[config.mk]
export PLATFORM = sky130hd
export DESIGN_NAME = line_assembler_core
export DESIGN_NICKNAME = d
export VERILOG_FILES = /design/src/rtl/la_pkg.sv /design/src/rtl/la_line_ram.sv /design/src/rtl/la_ctrl.sv /design/src/rtl/la_out_reg.sv /design/src/rtl/line_assembler_core.sv
export SDC_FILE = /design/constraint.sdc
export NUM_CORES = 1
export LEC_CHECK = 0
export BUFFER_PORTS_ARGS = -buffer_cell sky130_fd_sc_hd__buf_2
export CAP_MARGIN = 25
export CORE_MARGIN = 1.5
export CORE_UTILIZATION = 58
export CTS_BUF_LIST = sky130_fd_sc_hd__clkbuf_4
export CTS_CLUSTER_DIAMETER = 30
export DETAILED_ROUTE_END_ITERATION = 6
export PLACE_DENSITY = 0.74
export SLEW_MARGIN = 20
export SYNTH_ARGS = -nofsm -noshare
export SYNTH_HDL_FRONTEND = slang
export SYNTH_SLANG_ARGS = --single-unit
[constraint.sdc]
create_clock -name clk_i -period 3.42 [get_ports clk_i]
set_input_delay 0.513 -clock clk_i [delete_from_list [all_inputs] [get_ports clk_i]]
set_output_delay 0.513 -clock clk_i [all_outputs]
set_load 0.05 [all_outputs]
[src/rtl/la_pkg.sv]
package la_pkg;

  // Line store sizing
  localparam int unsigned LINE_BUF_SIZE = 64;
  localparam int unsigned LINE_CAP      = LINE_BUF_SIZE - 1;
  localparam int unsigned FILL_W        = $clog2(LINE_BUF_SIZE);
  localparam int unsigned ADDR_W        = (LINE_CAP > 1) ? $clog2(LINE_CAP) : 1;

  // Field widths
  localparam int unsigned CHAR_W   = 8;
  localparam int unsigned LEN_W    = 6;
  localparam int unsigned OUT_TD_W = ((CHAR_W + LEN_W + 7) / 8) * 8;
  localparam int unsigned OUT_PAD_W = OUT_TD_W - CHAR_W - LEN_W;

  // Item kinds and control characters
  localparam logic KIND_BYTE   = 1'b0;
  localparam logic KIND_RESYNC = 1'b1;
  localparam logic [CHAR_W-1:0] CH_LF = 8'h0A;
  localparam logic [CHAR_W-1:0] CH_CR = 8'h0D;

  typedef enum logic [1:0] {
    ST_IDLE,
    ST_READ,
    ST_LOAD
  } la_state_e;

  // Line store access from the controller
  typedef struct packed {
    logic              we;
    logic [ADDR_W-1:0] waddr;
    logic [CHAR_W-1:0] wdata;
    logic              re;
    logic [ADDR_W-1:0] raddr;
  } ram_req_t;

  // Load strobe for the output register
  typedef struct packed {
    logic             load;
    logic             last;
    logic [LEN_W-1:0] length;
  } out_load_t;

endpackage

[src/rtl/la_line_ram.sv]
module la_line_ram #(
  parameter int unsigned DEPTH = 63,
  parameter int unsigned WIDTH = 8,
  parameter int unsigned AW    = (DEPTH > 1) ? $clog2(DEPTH) : 1
) (
  input  logic             clk_i,
  input  logic             we_i,
  input  logic [AW-1:0]    waddr_i,
  input  logic [WIDTH-1:0] wdata_i,
  input  logic             re_i,
  input  logic [AW-1:0]    raddr_i,
  output logic [WIDTH-1:0] rdata_o
);

  logic [WIDTH-1:0] mem [DEPTH];
  logic [WIDTH-1:0] rdata_q;

  // write port
  always_ff @(posedge clk_i) begin
    if (we_i) begin
      mem[waddr_i] <= wdata_i;
    end
  end

  // registered read port
  always_ff @(posedge clk_i) begin
    if (re_i) begin
      rdata_q <= mem[raddr_i];
    end
  end

  assign rdata_o = rdata_q;

endmodule

[src/rtl/la_ctrl.sv]
module la_ctrl (
  input  logic                       clk_i,
  input  logic                       rst_ni,
  input  logic                       in_valid_i,
  output logic                       in_ready_o,
  input  logic                       in_kind_i,
  input  logic [la_pkg::CHAR_W-1:0]  in_byte_i,
  input  logic                       out_free_i,
  output la_pkg::ram_req_t           ram_req_o,
  output la_pkg::out_load_t          out_load_o
);

  import la_pkg::*;

  la_state_e         state_q, state_d;
  logic [FILL_W-1:0] fill_q, fill_d;
  logic              discard_q, discard_d;
  logic [FILL_W-1:0] len_q, len_d;
  logic [ADDR_W-1:0] idx_q, idx_d;

  logic in_acc, is_byte, is_lf, is_cr, room, start_rd, idx_last;

  // input decode
  assign in_ready_o = (state_q == ST_IDLE);
  assign in_acc     = in_valid_i & in_ready_o;
  assign is_byte    = (in_kind_i == KIND_BYTE);
  assign is_lf      = is_byte & (in_byte_i == CH_LF);
  assign is_cr      = is_byte & (in_byte_i == CH_CR);
  assign room       = (fill_q < FILL_W'(LINE_CAP));
  assign start_rd   = in_acc & is_lf & ~discard_q & (fill_q != '0);
  assign idx_last   = ((FILL_W'(idx_q) + FILL_W'(1)) == len_q);

  // next state
  always_comb begin
    state_d = state_q;
    unique case (state_q)
      ST_IDLE: begin
        if (start_rd) state_d = ST_READ;
      end
      ST_READ: begin
        if (out_free_i) state_d = ST_LOAD;
      end
      ST_LOAD: begin
        state_d = idx_last ? ST_IDLE : ST_READ;
      end
      default: state_d = ST_IDLE;
    endcase
  end

  // line state update
  always_comb begin
    fill_d    = fill_q;
    discard_d = discard_q;
    len_d     = len_q;
    idx_d     = idx_q;
    if (in_acc) begin
      if (!is_byte) begin
        fill_d    = '0;
        discard_d = 1'b1;
      end else if (is_lf) begin
        fill_d    = '0;
        discard_d = 1'b0;
        len_d     = fill_q;
        idx_d     = '0;
      end else if (!is_cr && !discard_q) begin
        if (room) fill_d = fill_q + FILL_W'(1);
        else      discard_d = 1'b1;
      end
    end
    if (state_q == ST_LOAD) begin
      idx_d = idx_q + ADDR_W'(1);
    end
  end

  // store and output register strobes
  always_comb begin
    ram_req_o.we     = in_acc & is_byte & ~is_lf & ~is_cr & ~discard_q & room;
    ram_req_o.waddr  = fill_q[ADDR_W-1:0];
    ram_req_o.wdata  = in_byte_i;
    ram_req_o.re     = 1'b0;
    ram_req_o.raddr  = idx_q;
    out_load_o.load   = 1'b0;
    out_load_o.last   = idx_last;
    out_load_o.length = len_q[LEN_W-1:0];
    unique case (state_q)
      ST_IDLE: ;
      ST_READ: ram_req_o.re = out_free_i;
      ST_LOAD: out_load_o.load = 1'b1;
      default: ;
    endcase
  end

  always_ff @(posedge clk_i or negedge rst_ni) begin
    if (!rst_ni) begin
      state_q   <= ST_IDLE;
      fill_q    <= '0;
      discard_q <= 1'b0;
    end else begin
      state_q   <= state_d;
      fill_q    <= fill_d;
      discard_q <= discard_d;
    end
  end

  always_ff @(posedge clk_i) begin
    len_q <= len_d;
    idx_q <= idx_d;
  end

endmodule

[src/rtl/la_out_reg.sv]
module la_out_reg (
  input  logic                      clk_i,
  input  logic                      rst_ni,
  input  la_pkg::out_load_t         load_i,
  input  logic [la_pkg::CHAR_W-1:0] char_i,
  output logic                      free_o,
  output logic                      valid_o,
  input  logic                      ready_i,
  output logic [la_pkg::CHAR_W-1:0] char_o,
  output logic [la_pkg::LEN_W-1:0]  length_o,
  output logic                      last_o
);

  import la_pkg::*;

  logic              valid_q, valid_d;
  logic [CHAR_W-1:0] char_q;
  logic [LEN_W-1:0]  len_q;
  logic              last_q;

  // empty now or emptied at this edge
  assign free_o = ~valid_q | ready_i;

  always_comb begin
    valid_d = valid_q;
    if (load_i.load)  valid_d = 1'b1;
    else if (ready_i) valid_d = 1'b0;
  end

  always_ff @(posedge clk_i or negedge rst_ni) begin
    if (!rst_ni) begin
      valid_q <= 1'b0;
    end else begin
      valid_q <= valid_d;
    end
  end

  always_ff @(posedge clk_i) begin
    if (load_i.load) begin
      char_q <= char_i;
      len_q  <= load_i.length;
      last_q <= load_i.last;
    end
  end

  assign valid_o  = valid_q;
  assign char_o   = char_q;
  assign length_o = len_q;
  assign last_o   = last_q;

endmodule

[src/rtl/line_assembler_core.sv]
// Line assembler: builds text lines from a received byte stream.
// Input channel s_axis: one word per received byte (tuser = 0) or a
// resync after receive overflow (tuser = 1). CR is ignored, other bytes
// are stored until 63 are held; a further byte drops the rest of the line.
// Output channel m_axis: on LF, a non-empty, not dropped line is sent one
// character per word, with the line length and tlast on the last character.
// Throughput: one input word per cycle while a line is being gathered.
// After an LF that starts a line, the input stalls while the line store is
// read out: one store read and then one output load per character. After
// the LF is accepted, the first character passes through the store read
// register and the output register before it shows on m_axis.
// When the receiver stalls, the output word holds and the next store read
// waits, so the readout pauses without loss.
// Reset clears the state, the fill count, the discard flag and the output valid; the
// line store needs no clearing, entries are only read after being written.
module line_assembler_core (
  input  logic                         clk_i,
  input  logic                         rst_ni,
  input  logic                         s_axis_tvalid,
  output logic                         s_axis_tready,
  input  logic [la_pkg::CHAR_W-1:0]    s_axis_tdata,   // [7:0] rx_byte
  input  logic                         s_axis_tuser,   // [0] kind
  output logic                         m_axis_tvalid,
  input  logic                         m_axis_tready,
  output logic [la_pkg::OUT_TD_W-1:0]  m_axis_tdata,   // [7:0] line_char, [13:8] line_length
  output logic                         m_axis_tlast    // line_last
);

  import la_pkg::*;

  ram_req_t          ram_req;
  out_load_t         out_load;
  logic              out_free;
  logic [CHAR_W-1:0] rd_char;
  logic [CHAR_W-1:0] out_char;
  logic [LEN_W-1:0]  out_len;

  la_ctrl u_ctrl (
    .clk_i      (clk_i),
    .rst_ni     (rst_ni),
    .in_valid_i (s_axis_tvalid),
    .in_ready_o (s_axis_tready),
    .in_kind_i  (s_axis_tuser),
    .in_byte_i  (s_axis_tdata),
    .out_free_i (out_free),
    .ram_req_o  (ram_req),
    .out_load_o (out_load)
  );

  la_line_ram #(
    .DEPTH (LINE_CAP),
    .WIDTH (CHAR_W),
    .AW    (ADDR_W)
  ) u_ram (
    .clk_i   (clk_i),
    .we_i    (ram_req.we),
    .waddr_i (ram_req.waddr),
    .wdata_i (ram_req.wdata),
    .re_i    (ram_req.re),
    .raddr_i (ram_req.raddr),
    .rdata_o (rd_char)
  );

  la_out_reg u_out (
    .clk_i    (clk_i),
    .rst_ni   (rst_ni),
    .load_i   (out_load),
    .char_i   (rd_char),
    .free_o   (out_free),
    .valid_o  (m_axis_tvalid),
    .ready_i  (m_axis_tready),
    .char_o   (out_char),
    .length_o (out_len),
    .last_o   (m_axis_tlast)
  );

  assign m_axis_tdata = {{OUT_PAD_W{1'b0}}, out_len, out_char};

endmodule

==> impl_summary.log, run 1 <==
INFO  metric outcome = finished clean
INFO  metric die-area = 38,510 um2
INFO  metric layout.cells.most_common_list = sky130_fd_sc_hd__edfxtp_1 (539), sky130_fd_sc_hd__clkbuf_4 (188), sky130_fd_sc_hd__mux4_2 (121)
INFO  metric worst_hold_path_type = in -> reg
INFO  metric path_cells = and2_1, a41oi_1, nand3_1, or4b_1, nor2_1
INFO  metric most_common_library_cell_in_the_layout_ignoring_fill_and_taps = sky130_fd_sc_hd__edfxtp_1
INFO  metric worstMarginPinSlew = 894.6 ps
INFO  metric first_pass_grt_wire_length = 71,420 um
INFO  metric layout_min_cycle_time = 3102 ps
INFO  metric slew-limit-headroom = 40.19%
INFO  metric via_density = 6.206
INFO  metric critical_path.top_delay_family = simple AND/OR/NAND/NOR gates
INFO  metric ys_dominant_reg_cell = sky130_fd_sc_hd__edfxtp_1
INFO  metric finalCoreUtilization = 67.10%
INFO  metric die_width = 196.2 um
INFO  metric clkLatencyLatePin = 840 ps
INFO  metric port_buffers = 29
INFO  metric netlist-cell-type-count = 59
INFO  metric wire_per_inst = 26.28 um
INFO  metric worst-path-max-fanout = 13
INFO  metric clock_tree_from_tritoncts = built
INFO  metric cp.buffers_inverters = 0
INFO  metric mappedNetlistArea = 21,660 um2
INFO  metric drv_cap = 0
INFO  metric drt-pass1-iter-count = 5
INFO  metric post-route-drc-count = 0
INFO  metric syn-instance-count = 1,054
INFO  metric hold_slack = 79.93 ps
INFO  metric finalSetupTns = 0 ps
INFO  metric layout.nets = 1,270
INFO  metric detail-route-antenna-nets = 0
INFO  metric via_count = 11,310
INFO  metric fp.coreArea = 36,700 um2
INFO  metric final-setup-viol-count = 0
INFO  metric num-fill-cells = 2,367
INFO  metric cts_htree_levels = 4
INFO  metric num_rows = 70
INFO  metric cpPeakStageDelay = 710 ps
INFO  metric synthesis.yosys.warnings = 0
INFO  metric pre_cts_ws = 302.5 ps
INFO  metric starting_density_of_the_core = 59.02%
INFO  metric post_cts.resized_instances = 0
INFO  metric antenna_found_initial = 2
INFO  metric number_of_buffers_created_by_cts = 140
INFO  metric power_density = 602.7 nW/um2
INFO  metric top_level_ports = 32
INFO  metric rsz0062_at_grt = no
INFO  metric finalClockSkew = 52.47 ps
INFO  metric grt_util_all_layers = 26.02%
INFO  metric fmax = 322.4 MHz
INFO  metric p_leak = 8.205 nW
INFO  metric end_kind = flop
INFO  metric detailed_router_s_first_iteration_violation_count = 1,162
INFO  metric worstSetupStartpointType = flop
INFO  metric cts_num_sinks = 549
INFO  metric cts.reportedPaths.clkPinSlew = 70 ps
INFO  metric cts-root-buf = sky130_fd_sc_hd__clkbuf_4
INFO  metric period_share = 90.71%
INFO  metric worstSetupPathType = reg -> reg
INFO  metric gp_routability_congestion = 0.9026
INFO  metric grt_pass1_vias = 11,610
INFO  metric dp_cells = 1,578
INFO  metric wl = 47,900 um
INFO  metric fin_cells = 1,823
INFO  metric areaGrowthSynthToFinish = 13.69%
INFO  metric synth-edff-count = 539
INFO  metric cpMaxStageDelayCell = sky130_fd_sc_hd__or4b_1
INFO  metric worstPathRequired = 3840 ps
INFO  metric cts_buffer_depth = 3
INFO  metric finalHoldViolations = 0
INFO  metric count_of_state_elements_after_synthesis = 549
INFO  metric final_layout_size_suffix_gt1_share = 34.74%
INFO  metric async_sr_flop_fraction = 1.821%
INFO  metric synth.yosys.seq_area_share = 75.89%
INFO  metric final_setup_margin = 317.9 ps
INFO  metric timing_max_transition_violations_final = 0
INFO  metric timing.critical_path.arrival = 3520 ps
INFO  metric grt_overflow = 0
INFO  metric dpl.hpwl = 29,360 um
INFO  metric grt_max_degree = 64
INFO  metric worst_ir_drop_vdd = 273.0 uV
INFO  metric die-height = 196.2 um
INFO  metric synth.avg_cell_area = 20.55 um2
[logic make-up after synthesis]
kind of cell / Yosys count / synth area share, %
flops: 549 / 75.89
mux: 180 / 15.64
simple gates: 166 / 3.599
compound gates: 80 / 2.525
buf+inv: 65 / 1.693
xor+xnor: 10 / 0.4679
fa+ha+maj: 3 / 0.1733
other cells: 1 / 0.01731
[layout make-up]
class	count	area (um2)	share of cell area, %
diodes	2	5.005	0.02033
clock buffers	188	1411	5.732
clock inverters	53	411.6	1.672
inverters	6	22.52	0.09147
multi-input cells	441	4860	19.74
flip-flops and latches	549	16440	66.75
well taps	468	585.6	2.378
repair buffers	116	890.9	3.618
[worst min-delay path, stage by stage]
cell                      delay, ps
sky130_fd_sc_hd__buf_2           70
sky130_fd_sc_hd__nor2b_1         60
sky130_fd_sc_hd__nor3b_1        180
[repair_timing]
| action | 4_1_cts | 5_1_grt |
|---|---|---|
| setup buffers | 0 | 0 |
| hold buffers | 1 | 1 |
| endpoints found under the hold margin | 10 | 4 |
[cells in the mapped netlist, types with 5 or more instances]
master	count	area, um2
sky130_fd_sc_hd__o22ai_1	7	43.79
sky130_fd_sc_hd__o221ai_1	8	70.07
sky130_fd_sc_hd__nand3_1	12	60.06
sky130_fd_sc_hd__buf_6	8	90.09
sky130_fd_sc_hd__o211ai_1	8	60.06
sky130_fd_sc_hd__mux4_2	121	2725
sky130_fd_sc_hd__a21oi_1	17	85.08
sky130_fd_sc_hd__buf_4	11	82.58
sky130_fd_sc_hd__nand2b_1	5	31.28
sky130_fd_sc_hd__mux2i_1	38	380.4
sky130_fd_sc_hd__mux2_2	18	202.7
sky130_fd_sc_hd__nor2_1	89	334.1
sky130_fd_sc_hd__edfxtp_1	539	16190
sky130_fd_sc_hd__nor2b_1	6	37.54
sky130_fd_sc_hd__dfrtp_1	10	250.2
sky130_fd_sc_hd__inv_1	5	18.77
sky130_fd_sc_hd__a31oi_1	5	31.28
sky130_fd_sc_hd__buf_2	14	70.07
sky130_fd_sc_hd__a211oi_1	7	52.55
sky130_fd_sc_hd__clkbuf_1	20	75.07
sky130_fd_sc_hd__xnor2_1	5	43.79
sky130_fd_sc_hd__buf_1	5	18.77
sky130_fd_sc_hd__nand2_1	22	82.58
sky130_fd_sc_hd__o21ai_0	10	50.05
[final timing paths]
path	start	endpoint	slack (ps)	cells after the start
max reg2reg	u_ctrl.fill_q[3]	u_ram.mem[33][0]	320	5
min in group asynchronous	rst_ni	u_ctrl.state_q[1]	110	2
min reg2reg	u_ram.rdata_o[7]	u_out.char_o[7]	420	0
max in group asynchronous	rst_ni	u_ctrl.fill_q[1]	3090	2
max	u_ctrl.fill_q[3]	u_ram.mem[33][0]	320	5
min	m_axis_tready	u_ctrl.state_q[1]	80	3
[per-stage QoR]
step,area [um2],power (mW)
global placement,22770,9.317
finish,24620,14.84
floorplan,21660,8.776
detailed placement,22770,9.332
global route,24620,15.37
CTS,24610,14.95
[metal layers]
layer	up-vias	global-route usage, %	share of wire [%]
li1	4833	-	-
met1	5745	35.57	40
met2	631	39.84	48
met3	105	8.080	9.6
met4	0	10.00	2.9
met5	-	0	0
[registers in the layout, indices dropped and copies added, names as in the netlist]
signal	count
u_ctrl.len_q	6
u_ctrl.fill_q	6
u_ram.mem	504
u_ctrl.state_q	2
u_ctrl.discard_q	1
u_out.last_o	1
u_ram.rdata_o	8
u_out.length_o	6
u_out.char_o	8
u_out.valid_o	1
u_ctrl.idx_q	6
[report_power, final]
group | internal (mW) | switching (mW)
Combinational | 0.627 | 1.01
Clock | 3.10 | 2.55
Sequential | 7.48 | 0.0820
Note: power is estimated with default switching activity, not from simulation.
==> run 2, diff against run 1 <==
--- a/config.mk
+++ b/config.mk
@@ -7,7 +7,6 @@
 export LEC_CHECK = 0
 export BUFFER_PORTS_ARGS = -buffer_cell sky130_fd_sc_hd__buf_2
 export CAP_MARGIN = 25
-export CORE_MARGIN = 1.5
 export CORE_UTILIZATION = 58
 export CTS_BUF_LIST = sky130_fd_sc_hd__clkbuf_4
 export CTS_CLUSTER_DIAMETER = 30
==> run 2 against run 1 <==
Worst setup slack better by 89 ps. Maximum frequency rose by 3.0%. Critical path depth unchanged. Largest power group unchanged.
==> impl_summary.log, run 2 (same netlist as run 1, synthesis figures left out) <==
INFO  metric post-route-drc-count = 0
INFO  metric drv_cap = 0
INFO  metric slew-limit-headroom = 43.48%
INFO  metric cpMaxStageDelayCell = sky130_fd_sc_hd__or4b_1
INFO  metric worstSetupPathType = reg -> reg
INFO  metric endpoint = u_ram.mem[34][5]
INFO  metric most_common_library_cell_in_the_layout_ignoring_fill_and_taps = sky130_fd_sc_hd__edfxtp_1
INFO  metric die-area = 38,120 um2
INFO  metric cts_htree_levels = 4
INFO  metric path_cells = or3b_1, nor2_1, nand3_1, or4b_1, nor2_1
INFO  metric final_layout_size_suffix_gt1_share = 35.94%
INFO  metric worst_hold_path_type = in -> reg
INFO  metric die_width = 195.2 um
INFO  metric largest_register_ffs = 504
INFO  metric timing.critical_path.arrival = 3440 ps
INFO  metric wire_per_inst = 26.34 um
INFO  metric worst-r2r-cell-count = 5
INFO  metric power_density = 592.5 nW/um2
INFO  metric finalHoldViolations = 0
INFO  metric layout.nets = 1,281
INFO  metric p_total = 14.58 mW
INFO  metric cpPeakStageDelay = 700 ps
INFO  metric areaGrowthSynthToFinish = 13.60%
INFO  metric period_share = 88.10%
INFO  metric largest-register = u_ram.mem
INFO  metric worst-path-stages = 5
INFO  metric critPathLaunch = u_ctrl.state_q[1]
INFO  metric worstSetupStartpointType = flop
INFO  metric grt_overflow = 0
INFO  metric pre_cts_ws = 338.3 ps
INFO  metric first_pass_grt_wire_length = 71,850 um
INFO  metric die-height = 195.2 um
INFO  metric cts.reportedPaths.clkPinSlew = 70 ps
INFO  metric detail-route-antenna-nets = 0
INFO  metric post-cts-setup-buffers = 0
INFO  metric p_leak = 8.237 nW
INFO  metric hold_slack = 87.08 ps
INFO  metric final-setup-viol-count = 0
INFO  metric final_setup_margin = 406.9 ps
INFO  metric fmax = 331.9 MHz
INFO  metric timing_max_transition_violations_final = 0
INFO  metric gp_routability_congestion = 0.9761
INFO  metric grt_util_all_layers = 26.38%
INFO  metric worstPathRequired = 3850 ps
INFO  metric drt-pass1-iter-count = 6
INFO  metric critical-path-top-cell-by-count = sky130_fd_sc_hd__nor2_1
INFO  metric via_density = 6.218
INFO  metric critical_path.top_delay_family = simple AND/OR/NAND/NOR gates
INFO  metric outcome = finished clean
INFO  metric finalCoreUtilization = 67.05%
INFO  metric worst_ir_drop_vdd = 273.2 uV
INFO  metric antenna_found_initial = 1
INFO  metric starting_density_of_the_core = 59.02%
INFO  metric critical_path.reg2reg.startpoint = u_ctrl.state_q[1]
INFO  metric finalClockSkew = 38.10 ps
INFO  metric cts_num_sinks = 549
INFO  metric r2r_setup_slack = 410 ps
INFO  metric port_buffers = 29
INFO  metric via_count = 11,360
INFO  metric cts-root-buf = sky130_fd_sc_hd__clkbuf_4
INFO  metric clkLatencyLatePin = 800 ps
INFO  metric number_of_buffers_created_by_cts = 140
INFO  metric top_level_ports = 32
INFO  metric r2r_end = u_ram.mem[34][5]
INFO  metric end_kind = flop
INFO  metric grt_max_degree = 64
INFO  metric grt_pass1_vias = 11,650
INFO  metric num_rows = 70
INFO  metric worstMarginPinSlew = 845.6 ps
INFO  metric dpl.hpwl = 29,960 um
INFO  metric finalSetupTns = 0 ps
INFO  metric wl = 48,130 um
INFO  metric post_cts.resized_instances = 0
INFO  metric worst-path-max-fanout = 10
INFO  metric rsz0062_at_grt = no
INFO  metric layout.cells.most_common_list = sky130_fd_sc_hd__edfxtp_1 (539), sky130_fd_sc_hd__clkbuf_4 (196), sky130_fd_sc_hd__mux4_2 (121)
INFO  metric fp.coreArea = 36,700 um2
INFO  metric layout_min_cycle_time = 3013 ps
INFO  metric detailed_router_s_first_iteration_violation_count = 1,190
INFO  metric cp.buffers_inverters = 0
INFO  metric clock_tree_from_tritoncts = built
INFO  metric cts_buffer_depth = 3
run 2: changes by cell type in the layout (fill, tap and decap cells not counted):
cell / change
sky130_fd_sc_hd__diode_2: -1
sky130_fd_sc_hd__buf_4: +11
sky130_fd_sc_hd__clkbuf_4: +8
sky130_fd_sc_hd__dlygate4sd3_1: -1
sky130_fd_sc_hd__bufinv_16: -4
sky130_fd_sc_hd__clkinv_4: -1
sky130_fd_sc_hd__buf_12: +1
sky130_fd_sc_hd__inv_2: +7
sky130_fd_sc_hd__clkinv_1: -12
sky130_fd_sc_hd__clkinv_2: -4
run 2: timing repair:
action / CTS / global route
endpoints found under the setup margin: 0 / 0
hold endpoints to repair: 10 / 0
hold buffers: 1 / 0
run 2: power by group:
| group | total, mW | internal, mW | leakage, nW | switching [mW] |
|---|---|---|---|---|
| clock | 5.35 | 2.86 | 1.03 | 2.49 |
| combinational | 1.65 | 0.636 | 2.23 | 1.02 |
| sequential | 7.58 | 7.48 | 4.97 | 0.0940 |
run 2: cell type report:
type,count,area (um2)
fill,2313,12090
tap,468,585.6
clock buffer,196,1471
timing repair buffer,127,983.4
inverter,6,22.52
clock inverter,39,244.0
antenna,1,2.502
sequential,549,16440
multi-input combinational,441,4860
run 2: through the flow:
stage	instance area, um2	cells
final	24600	1827
after global routing	24600	1827
after CTS	24600	1826
after detailed placement	22880	1590
after global placement	22880	1590
after floorplan	21660	1055
run 2: worst min path at each step:
stage / to / from / cells after the start / slack [ps]
after floorplan: u_ctrl.discard_q / rst_ni / 0 / 220
after global placement: u_out.valid_o / rst_ni / 1 / 390
after detailed placement: u_out.valid_o / rst_ni / 1 / 390
after CTS: u_ctrl.state_q[1] / m_axis_tready / 3 / 30
after global routing: u_ctrl.state_q[1] / m_axis_tready / 3 / 60
final: u_ctrl.state_q[1] / m_axis_tready / 3 / 90
run 2: worst reg2reg max path, stage by stage (launching register included):
cell	delay (ps)
sky130_fd_sc_hd__dfrtp_1	430
sky130_fd_sc_hd__or3b_1	560
sky130_fd_sc_hd__nor2_1	200
sky130_fd_sc_hd__nand3_1	160
sky130_fd_sc_hd__or4b_1	700
sky130_fd_sc_hd__nor2_1	590
run 2: routing by layer:
layer	vias to the layer above	part of all wire [%]	track usage (%)
met1	5765	40	36.55
met2	636	49	40.71
li1	4858	-	-
met3	101	8.4	5.820
met4	0	3.3	12.02
met5	-	0	0
==> run 3, diff against run 2 <==
--- a/config.mk
+++ b/config.mk
@@ -15,4 +15,5 @@
 export SLEW_MARGIN = 20
 export SYNTH_ARGS = -nofsm -noshare
 export SYNTH_HDL_FRONTEND = slang
+export SYNTH_HIERARCHICAL = 1
 export SYNTH_SLANG_ARGS = --single-unit
==> run 3 against run 2 <==
Power fell by 1.2%. Combinational power fell by 7%. Sequential share of layout area rose by 0.17 points. Hold slack improved by 5.6 ps. Global-route usage fell by 0.73 points. Critical path type unchanged. Largest cell class unchanged.
==> impl_summary.log, run 3 <==
INFO  metric grt_util_all_layers = 25.66%
INFO  metric worstSetupPathType = reg -> reg
INFO  metric worst-path-max-fanout = 8
INFO  metric rsz0062_at_grt = no
INFO  metric post_cts.resized_instances = 0
INFO  metric finalClockSkew = 52.44 ps
INFO  metric period_share = 83.57%
INFO  metric cts_num_sinks = 549
INFO  metric grt_overflow = 0
INFO  metric post-route-drc-count = 0
INFO  metric final-setup-viol-count = 0
INFO  metric port_buffers = 29
INFO  metric synth_top_family_by_area = multiplexers
INFO  metric wire_per_inst = 25.17 um
INFO  metric synth_common_cells = sky130_fd_sc_hd__edfxtp_1 (539), sky130_fd_sc_hd__mux4_2 (115), sky130_fd_sc_hd__nor2_1 (80), sky130_fd_sc_hd__nand2_1 (37), sky130_fd_sc_hd__clkbuf_1 (30)
INFO  metric timing.critical_path.arrival = 3340 ps
INFO  metric pre_cts_ws = 599.7 ps
INFO  metric finalSetupTns = 0 ps
INFO  metric final_setup_margin = 562.0 ps
INFO  metric fin_cells = 1,858
INFO  metric dp_cells = 1,619
INFO  metric drt-pass1-iter-count = 5
INFO  metric num-fill-cells = 2,336
INFO  metric syn-instance-count = 1,083
INFO  metric outcome = finished clean
INFO  metric slew-limit-headroom = 43.52%
INFO  metric p_leak = 8.198 nW
INFO  metric synth.mux.area_fraction = 13.51%
INFO  metric areaGrowthSynthToFinish = 13.60%
INFO  metric ys_dominant_reg_cell = sky130_fd_sc_hd__edfxtp_1
INFO  metric synthesis.yosys.warnings = 6
INFO  metric grt_max_degree = 71
INFO  metric cpPeakStageDelay = 550 ps
INFO  metric wl = 46,770 um
INFO  metric worst_ir_drop_vdd = 243.0 uV
INFO  metric top_level_ports = 32
INFO  metric drv_cap = 0
INFO  metric synth_top_area_share = 74.92%
INFO  metric cpMaxStageDelayCell = sky130_fd_sc_hd__nor4bb_1
INFO  metric cts-root-buf = sky130_fd_sc_hd__clkbuf_4
INFO  metric number_of_buffers_created_by_cts = 136
INFO  metric layout.nets = 1,307
INFO  metric die_width = 195 um
INFO  metric gp_routability_congestion = 0.8184
INFO  metric yosysTopAreaCell = sky130_fd_sc_hd__edfxtp_1
INFO  metric clock_tree_from_tritoncts = built
INFO  metric starting_density_of_the_core = 59.01%
INFO  metric clkLatencyLatePin = 810 ps
INFO  metric cts_buffer_depth = 3
INFO  metric via_density = 6.101
INFO  metric worstMarginPinSlew = 846.3 ps
INFO  metric multi_input_comb_area = 4778 um2
INFO  metric timing_max_transition_violations_final = 0
INFO  metric async_sr_flop_fraction = 1.821%
INFO  metric largest-register = u_ram/mem
INFO  metric first_pass_grt_wire_length = 70,560 um
INFO  metric synth-edff-count = 539
INFO  metric final_layout_size_suffix_gt1_share = 33.93%
INFO  metric synth.yosys.seq_area_share = 76.08%
INFO  metric power_density = 587.0 nW/um2
INFO  metric count_of_state_elements_after_synthesis = 549
INFO  metric synth-compound-area-share = 3.359%
INFO  metric grt_pass1_vias = 11,570
INFO  metric die-area = 38,030 um2
INFO  metric synthSimpleGateAreaFrac = 4.569%
INFO  metric layout_min_cycle_time = 2858 ps
INFO  metric netlist-cell-type-count = 62
INFO  metric layout.cells.most_common_list = sky130_fd_sc_hd__edfxtp_1 (539), sky130_fd_sc_hd__clkbuf_4 (190), sky130_fd_sc_hd__mux4_2 (115)
INFO  metric synth.avg_cell_area = 19.95 um2
INFO  metric dpl.hpwl = 28,500 um
INFO  metric detailed_router_s_first_iteration_violation_count = 1,135
INFO  metric most_common_library_cell_in_the_layout_ignoring_fill_and_taps = sky130_fd_sc_hd__edfxtp_1
INFO  metric worst_hold_path_type = in -> reg
INFO  metric die-height = 195 um
INFO  metric end_kind = flop
INFO  metric worstPathRequired = 3900 ps
INFO  metric largest_register_ffs = 504
INFO  metric path_cells = ha_1, and4_1, a21oi_1, and3_1, nor4bb_1, nand2_1, nor3_1, buf_4
INFO  metric synth_fa_ha_area_share = 0.1737%
INFO  metric num_rows = 70
INFO  metric detail-route-antenna-nets = 0
INFO  metric via_count = 11,340
INFO  metric mappedNetlistArea = 21,600 um2
INFO  metric critical_path.top_delay_family = simple AND/OR/NAND/NOR gates
INFO  metric final-seq-area = 16,440 um2
INFO  metric synth_most_common_cell = sky130_fd_sc_hd__edfxtp_1
INFO  metric fp.coreArea = 36,610 um2
INFO  metric cp.buffers_inverters = 1
INFO  metric antenna_found_initial = 1
INFO  metric synthXorXnorAreaFrac = 0.4749%
INFO  metric finalHoldViolations = 0
INFO  metric ys_top_cells_by_area = sky130_fd_sc_hd__edfxtp_1 (75%), sky130_fd_sc_hd__mux4_2 (12%), sky130_fd_sc_hd__nor2_1 (1.4%)
INFO  metric cts.reportedPaths.clkPinSlew = 70 ps
INFO  metric fmax = 349.9 MHz
INFO  metric cts_htree_levels = 4
INFO  metric worstSetupStartpointType = flop
-- run 3: kinds of logic after synthesis --
logic type,after synthesis
compound gates,101
xor+xnor,10
fa+ha+maj,3
buf+inv,70
flops,549
mux,147
other cells,1
simple gates,202
-- run 3: power breakdown --
group          leakage [nW]  switching [mW]  internal (mW)
Sequential             4.98          0.0617           7.47
Clock                  1.02            2.47           2.87
Combinational          2.20           0.940          0.597
-- run 3: area by class of cell --
type / instances / area share [%]
multi-input combinational: 465 / 19.47
clock buffer: 190 / 5.812
inverter: 6 / 0.09177
tap: 468 / 2.386
clock inverter: 45 / 1.152
antenna: 2 / 0.02039
timing repair buffer: 133 / 4.099
sequential: 549 / 66.97
-- run 3: worst paths after layout --
kind	startpoint	endpoint	slack, ps	cells past startpoint
setup / recovery	u_ctrl/fill_q[1]	u_ram/mem[34][6]	560	8
hold / removal	s_axis_tdata[1]	u_ram/mem[42][1]	90	1
setup reg to reg	u_ctrl/fill_q[1]	u_ram/mem[34][6]	560	8
hold reg to reg	u_ram/rdata_o[5]	u_out/char_o[5]	430	0
max in group asynchronous	rst_ni	u_ctrl/fill_q[3]	3110	2
min in group asynchronous	rst_ni	u_ctrl/fill_q[1]	100	2
-- run 3: repair_timing --
item | 4_1_cts | 5_1_grt
buffers inserted | 0 | 0
hold buffers | 2 | 0
hold endpoints to repair | 11 | 0
-- run 3: metrics by stage --
stage | utilization [%] | power, mW | area [um2] | hold slack, ps
floorplan | - | 8.751 | 21610 | 217.4
global placement | 62.30 | 9.202 | 22810 | 391.5
detailed placement | 62.30 | 9.222 | 22810 | 389.6
CTS | 67.02 | 14.52 | 24540 | 7.540
global route | 67.04 | 14.96 | 24540 | 26.39
finish | 67.04 | 14.41 | 24540 | 92.66
-- run 3: metal layers --
metal / wire (um) / global-route usage (%) / share of wire (%)
met2: 22850 / 39.87 / 49
met3: 3779 / 6.149 / 8.1
met4: 1577 / 12.19 / 3.4
met5: 0 / 0 / 0
met1: 18560 / 34.73 / 40
